`src/rtl/core/base64_decoder_unit_defines.svh`:
```
// Assertion macros shared by the base64 decoder RTL.
// Included by the top level; depends on nothing else.
`ifndef BASE64_DECODER_UNIT_DEFINES_SVH
`define BASE64_DECODER_UNIT_DEFINES_SVH

// Same-cycle implication, disabled while reset is asserted.
`define B64D_ASSERT_IMPL(label, clk, rst_n, ante, cons, msg) \
  label: assert property (@(posedge clk) disable iff (!rst_n) (ante) |-> (cons)) \
    else $error(msg);

// Next-cycle implication, disabled while reset is asserted.
`define B64D_ASSERT_NEXT(label, clk, rst_n, ante, cons, msg) \
  label: assert property (@(posedge clk) disable iff (!rst_n) (ante) |=> (cons)) \
    else $error(msg);

`endif

```
`src/rtl/core/b64d_pkg.sv`:
```
// Package for the base64 decoder: result record, queue sizing and the
// alphabet lookup function. No dependencies.
`timescale 1ns / 1ps

package b64d_pkg;

  localparam int FifoDepth = 8;
  localparam int PtrW      = $clog2(FifoDepth);
  localparam int CntW      = $clog2(FifoDepth + 1);
  localparam int MaxRes    = 3;

  localparam logic [7:0] CharUpperA = 8'h41;
  localparam logic [7:0] CharUpperZ = 8'h5a;
  localparam logic [7:0] CharLowerA = 8'h61;
  localparam logic [7:0] CharLowerZ = 8'h7a;
  localparam logic [7:0] CharZero   = 8'h30;
  localparam logic [7:0] CharNine   = 8'h39;
  localparam logic [7:0] CharPlus   = 8'h2b;
  localparam logic [7:0] CharSlash  = 8'h2f;

  typedef struct packed {
    logic       ok;
    logic [5:0] val;
  } sextet_t;

  typedef struct packed {
    logic [7:0] byte_out;
    logic       has_byte;
    logic       run_last;
    logic       string_end;
  } result_t;

  function automatic sextet_t sextet_of(input logic [7:0] c);
    sextet_t s;
    begin
      s.ok  = 1'b1;
      s.val = 6'd0;
      if (c >= CharUpperA && c <= CharUpperZ) begin
        s.val = 6'(c - CharUpperA);
      end else if (c >= CharLowerA && c <= CharLowerZ) begin
        s.val = 6'(c - CharLowerA + 8'd26);
      end else if (c >= CharZero && c <= CharNine) begin
        s.val = 6'(c - CharZero + 8'd52);
      end else if (c == CharPlus) begin
        s.val = 6'd62;
      end else if (c == CharSlash) begin
        s.val = 6'd63;
      end else begin
        s.ok = 1'b0;
      end
      return s;
    end
  endfunction

endpackage

```
`src/rtl/core/base64_decoder_unit.sv`:
```
// Streaming base64 decoder, one character per transaction in, one result per
// transaction out. Depends on b64d_pkg and base64_decoder_unit_defines.svh.
//
//   channel | direction | tdata                  | tuser    | tlast
//   in_     | input     | [7:0] char_in          | -        | string_last
//   out_    | output    | [7:0] byte_out,[8] run | has_byte | string_end
//
// An input character is decoded in the cycle it is accepted; its zero to
// three results are written into an eight-entry result queue at once.
// Results leave the queue one per cycle, so one character per cycle is
// sustained while the output side keeps up.
// in_tready is high while the queue has room for three results; it does not
// depend on out_tready in the same cycle.
// Reset (rst_n low, synchronous) empties the queue and clears decoder state.
`timescale 1ns / 1ps
`include "base64_decoder_unit_defines.svh"

module base64_decoder_unit
  import b64d_pkg::*;
(
  input  logic        clk,
  input  logic        rst_n,
  input  logic        in_tvalid,
  output logic        in_tready,
  input  logic [7:0]  in_tdata,   // [7:0] char_in
  input  logic        in_tlast,   // string_last
  output logic        out_tvalid,
  input  logic        out_tready,
  output logic [15:0] out_tdata,  // [7:0] byte_out, [8] run_last, rest zero
  output logic        out_tuser,  // has_byte
  output logic        out_tlast   // string_end
);

  logic [17:0]   hold_r, hold_nxt;
  logic [1:0]    scnt_r, scnt_nxt;
  logic          stopped_r, stopped_nxt;

  result_t       fifo_mem [FifoDepth];
  logic [PtrW-1:0] wr_ptr_r, rd_ptr_r;
  logic [CntW-1:0] fifo_cnt_r;

  logic          in_acc, out_acc;
  sextet_t       sx;
  logic [17:0]   hold_post;
  logic [1:0]    scnt_post;
  logic [7:0]    bytes [MaxRes];
  logic [1:0]    nb;
  logic [1:0]    n_res;
  result_t       res [MaxRes];

  assign in_acc  = in_tvalid && in_tready;
  assign out_acc = out_tvalid && out_tready;
  assign in_tready = (fifo_cnt_r <= CntW'(FifoDepth - MaxRes));

  always_comb begin
    sx          = sextet_of(in_tdata);
    hold_post   = hold_r;
    scnt_post   = scnt_r;
    stopped_nxt = stopped_r;
    nb          = 2'd0;
    for (int k = 0; k < MaxRes; k++) begin
      bytes[k] = 8'h00;
    end
    if (!stopped_r) begin
      if (sx.ok) begin
        if (scnt_r == 2'd3) begin
          bytes[0]  = hold_r[17:10];
          bytes[1]  = {hold_r[9:2]};
          bytes[2]  = {hold_r[1:0], sx.val};
          nb        = 2'd3;
          hold_post = 18'd0;
          scnt_post = 2'd0;
        end else begin
          hold_post = {hold_r[11:0], sx.val};
          scnt_post = scnt_r + 2'd1;
        end
      end else begin
        stopped_nxt = 1'b1;
      end
      if (stopped_nxt || in_tlast) begin
        if (scnt_post == 2'd2) begin
          bytes[0] = hold_post[11:4];
          nb       = 2'd1;
        end else if (scnt_post == 2'd3) begin
          bytes[0] = hold_post[17:10];
          bytes[1] = hold_post[9:2];
          nb       = 2'd2;
        end
        hold_post = 18'd0;
        scnt_post = 2'd0;
      end
    end
    if (in_tlast) begin
      hold_nxt    = 18'd0;
      scnt_nxt    = 2'd0;
      stopped_nxt = 1'b0;
    end else begin
      hold_nxt = hold_post;
      scnt_nxt = scnt_post;
    end
    n_res = (nb != 2'd0) ? nb : {1'b0, in_tlast};
    for (int k = 0; k < MaxRes; k++) begin
      if (nb == 2'd0) begin
        res[k].byte_out   = 8'h00;
        res[k].has_byte   = 1'b0;
        res[k].run_last   = 1'b1;
        res[k].string_end = 1'b1;
      end else begin
        res[k].byte_out   = bytes[k];
        res[k].has_byte   = 1'b1;
        res[k].run_last   = (2'(k) == nb - 2'd1);
        res[k].string_end = (2'(k) == nb - 2'd1) && in_tlast;
      end
    end
  end

  always_ff @(posedge clk) begin
    if (!rst_n) begin
      hold_r    <= 18'd0;
      scnt_r    <= 2'd0;
      stopped_r <= 1'b0;
    end else if (in_acc) begin
      hold_r    <= hold_nxt;
      scnt_r    <= scnt_nxt;
      stopped_r <= stopped_nxt;
    end
  end

  always_ff @(posedge clk) begin
    if (in_acc) begin
      for (int k = 0; k < MaxRes; k++) begin
        if (2'(k) < n_res) begin
          fifo_mem[wr_ptr_r + PtrW'(k)] <= res[k];
        end
      end
    end
  end

  always_ff @(posedge clk) begin
    if (!rst_n) begin
      wr_ptr_r   <= '0;
      rd_ptr_r   <= '0;
      fifo_cnt_r <= '0;
    end else begin
      if (in_acc) begin
        wr_ptr_r <= wr_ptr_r + PtrW'(n_res);
      end
      if (out_acc) begin
        rd_ptr_r <= rd_ptr_r + PtrW'(1);
      end
      fifo_cnt_r <= fifo_cnt_r + (in_acc ? CntW'(n_res) : CntW'(0))
                    - (out_acc ? CntW'(1) : CntW'(0));
    end
  end

  assign out_tvalid = (fifo_cnt_r != '0);
  assign out_tdata  = {7'd0, fifo_mem[rd_ptr_r].run_last, fifo_mem[rd_ptr_r].byte_out};
  assign out_tuser  = fifo_mem[rd_ptr_r].has_byte;
  assign out_tlast  = fifo_mem[rd_ptr_r].string_end;

  `B64D_ASSERT_IMPL(a_fifo_bound, clk, rst_n, 1'b1, fifo_cnt_r <= CntW'(FifoDepth), "result queue overflow")
  `B64D_ASSERT_NEXT(a_string_clear, clk, rst_n, in_acc && in_tlast, scnt_r == 2'd0 && !stopped_r, "state not cleared after string end")
  `B64D_ASSERT_NEXT(a_stopped_quiet, clk, rst_n, stopped_r && in_acc && !in_tlast, fifo_cnt_r <= $past(fifo_cnt_r), "result produced after stop")

endmodule
```
`config.mk`:
```
export PLATFORM = sky130hd
export DESIGN_NAME = base64_decoder_unit
export DESIGN_NICKNAME = d
export VERILOG_FILES = /design/src/rtl/core/b64d_pkg.sv /design/src/rtl/core/base64_decoder_unit.sv
export VERILOG_INCLUDE_DIRS = /design/src /design/src/rtl/core
export SDC_FILE = /design/constraint.sdc
export NUM_CORES = 1
export LEC_CHECK = 0
export BUFFER_PORTS_ARGS = -buffer_cell sky130_fd_sc_hd__buf_2
export CELL_PAD_IN_SITES_DETAIL_PLACEMENT = 1
export CELL_PAD_IN_SITES_GLOBAL_PLACEMENT = 1
export CORE_UTILIZATION = 45
export CTS_CLUSTER_DIAMETER = 30
export DETAILED_ROUTE_END_ITERATION = 8
export HOLD_SLACK_MARGIN = 0.06
export PLACE_DENSITY = 0.85
export SLEW_MARGIN = 30
export SYNTH_ARGS = -nofsm -noshare
export SYNTH_HDL_FRONTEND = slang
export SYNTH_SLANG_ARGS = --single-unit
```
`constraint.sdc`:
```
create_clock -name clk -period 5.3 [get_ports clk]
set_clock_uncertainty 0.1 [all_clocks]
set_input_delay 1.06 -clock clk [delete_from_list [all_inputs] [get_ports clk]]
set_output_delay 1.06 -clock clk [all_outputs]
set_load 0.02 [all_outputs]
```
==> results.md <==
* CP arrival at 5.10 ns
* Total gr overflow at 0
* Startpoint types: input port
* Internal at 0.001964 W
* Total Wirelength at 28,710 um
* Vias at 7,460
* Root Driver: clkbuf_16
* Setup ws final at 0.2778 ns
* Worst slew margin at 40.90%
* First drt pass iteration count at 5
* # rows at 49
* Hold-fix buffers at CTS at 0
* Clk buf depth at 2
* Proportion of layout cells with a drive suffix above 1 at 18.65%
* Slew @ Worst Pin at 0.8826 ns
* Synth-to-Final Area Change at 12.94%
* Initial core utilization at 46.01%
* Cell area after synthesis at 0.008264 sq mm
* Pre-CTS setup slack at -0.1249 ns
* Unique masters post-synth at 78
* Peak supply drop at 0.0002211 V
* H-tree depth at 4
* DR DRC count at 0
* Tot Pwr at 0.002932 W
* Post-synth EDFFs at 88
* Synth Instances at 857
* Hold Path Class: reg2reg
* Asr flop ratio synth at 0%
* DRT iter0 DRCs at 881
* Nets at 932
* Final Critical Period at 5.022 ns
* Leak at 3.387 nW
* Sw Pwr at 0.0009674 W
* Number of port buffers at 25
* Number of nets with antenna violations after routing at 0
* Final core occ at 51.96%
* DR WL/cell at 25.29 um
* Num ports at 33
* Met2 Use GR at 52.85%
* Ys Warns at 0
* Status: complete, no violations
* Final Setup Violations at 0
* Clock slew at reported path FFs at 0.07 ns
* Main synth FF type: edfxtp_1
* CP required at 5.37 ns
* Switch share at 33.00%
* Core footprint at 0.01796 sq mm
* First-pass GRT wire length at 44,440 um
* CTS buffer count at 17
* Post-DP HPWL at 19,890 um
* Max-slew violation count at 0
* Post-synthesis sequential area ratio at 40.21%
* Tcrit/Tclk final at 94.76%
* Combinational share of power at 22.9%
* Met3 Use GR at 6.806%
* Crit path largest cell delay at 0.57 ns
* Initial antenna violation count at 0
* CP Max Fanout at 9
* Met1 Track Usage GR at 39.51%
* CP Class: in2reg
* Die extent in x at 137.5 um
* Critical-path cell list: buf_2 > inv_1 > ha_1 > a21o_1 > o2111a_1 > or3b_1 > nand2_1 > a22oi_1 > ha_1 > buf_4 > inv_1 > nand2_1 > buf_4 > nor2_1 > o2111ai_1 > o21ai_0 > o22ai_1
* Chip height at 137.5 um
* RSZ-0062 raised after global routing: false
* Global routing's busiest layer: met2
* Crit-path slowest cell: o2111ai_1
* Commonest non-fill, non-tap cell in the layout: edfxtp_1
* Clock Sink Count at 122
* Fillers at 2,059
* Fmax at 199.1 MHz
* Clock group share of total power at 39.2%
* CTS tree: built
* Clk_lat worst skew at 0.44 ns
* Max cap viols at 0
* Synthesized area per cell at 9.643 sq um
* Antenna diodes at 0
* PwrDens at 314.1 mW/mm^2
* Sequential Power Share at 37.8%
* Die Footprint at 0.01891 sq mm
* Via density at 6.573
* Global placer's final weighted congestion at 0.9679
* Tot GR Track Use at 32.20%
* Largest net degree at the start of global routing at 33
* Synthesis-stage register bit count at 122
* Vias in the first global route at 7,675
* Commonest non-fill, non-tap cells in the layout: edfxtp_1 (88), nand2_1 (81), nor2_1 (78), o21ai_0 (64)
* Crit end category: flip-flop
* Final hold viol count at 0
[power groups by stage]
stage                     logic (W)  clock network [W]  registers [W]
after global routing       0.000740            0.00120        0.00112
final                      0.000672            0.00115        0.00111
after global placement     0.000646                  0        0.00113
after detailed placement   0.000671                  0        0.00113
after floorplan            0.000516                  0        0.00110
after CTS                  0.000680            0.00115        0.00111
[area by class of cell]
class,count,area (sq um),area share (%)
Clock buffer,17,425.4,4.558
Clock inverter,15,150.1,1.609
Inverter,27,101.3,1.086
Multi-Input combinational cell,656,4591,49.18
Sequential cell,122,3324,35.62
Tap cell,229,286.5,3.070
Timing Repair Buffer,69,455.4,4.879
[worst max-delay path: cells and delay by family]
| family | cells | cell delay, ns |
|---|---|---|
| AO/OA/AOI/OAI | 6 | 1.64 |
| AND/OR/NAND/NOR | 4 | 1.13 |
| buffers and inverters | 5 | 0.72 |
| adder cells (fa/ha/maj) | 2 | 0.54 |
[timing repair]
action                     CTS  global route
setup endpoints to repair    0             1
buffers inserted             0             0
gates resized for setup      0             1
[layer usage]
| metal | routed length (um) | share of wire (%) |
|---|---|---|
| met5 | 0 | 0 |
| met4 | 1456 | 5.1 |
| met3 | 2173 | 7.6 |
| met2 | 13860 | 48 |
| met1 | 11220 | 39 |
[registers in the layout (all words and copies together) (netlist names), named ones only]
| register | count |
|---|---|
| fifo_mem | 88 |
| wr_ptr_r | 3 |
| fifo_cnt_r | 4 |
| hold_r | 18 |
| scnt_r | 2 |
| stopped_r | 1 |
| rd_ptr_r | 3 |
[kinds of logic after synthesis]
kind of cell	count (synthesis)	synth area share (%)
simple gates	290	17.84
compound gates	262	21.04
flops	122	40.21
buf+inv	85	4.800
mux	61	10.89
fa+ha+maj	26	4.118
xor+xnor	10	1.060
other cells	1	0.04538
[per-stage QoR]
step / TNS, ns / hold WS, ns / area [sq um] / cells
after floorplan: -0.5663 / 0.3666 / 8289 / 863
after global placement: 0 / 0.3902 / 8743 / 1103
after detailed placement: -0.2215 / 0.3915 / 8748 / 1103
after CTS: 0 / 0.4021 / 9324 / 1135
after global routing: 0 / 0.4396 / 9334 / 1135
final: 0 / 0.4004 / 9334 / 1135
[cells in the mapped netlist (all sizes together), types with 3 or more instances]
master,instances,area share (%)
a21oi,45,2.8
nand3,33,2.2
a31oi,9,0.68
o22ai,35,2.6
mux2i,28,3.4
o221ai,3,0.32
a21o,4,0.36
a32oi,5,0.53
nor4,4,0.74
a22oi,19,1.7
a211oi,4,0.55
nand2,85,4.0
clkbuf,28,1.3
inv,27,1.2
nand4,3,0.23
o21ai,83,5.1
mux2,11,1.5
buf,30,2.3
nor3,19,1.2
dfxtp,34,8.2
a2111oi,3,1.0
o211ai,10,0.91
o2111ai,4,0.50
nor2,81,3.9
xor2,4,0.42
a22o,5,0.53
xnor2,6,0.64
edfxtp,88,32
nor3b,3,0.41
o31ai,6,0.61
nand2b,6,0.45
nor2b,21,1.6
a21boi,11,1.0
mux4,22,6.0
ha,24,3.6
and2,18,1.4
[worst paths after layout]
check	end	slack (ns)	from	cells after the start
worst max-delay path	fifo_mem[1][9]	0.28	in_tdata[2]	17
worst min-delay path	flip-flop	0.40	rd_ptr_r[1]	2
worst max register to register	fifo_mem[1][9]	0.75	scnt_r[1]	15
worst min register to register	flip-flop	0.40	rd_ptr_r[1]	2
Note: power is estimated with default switching activity, not from simulation.
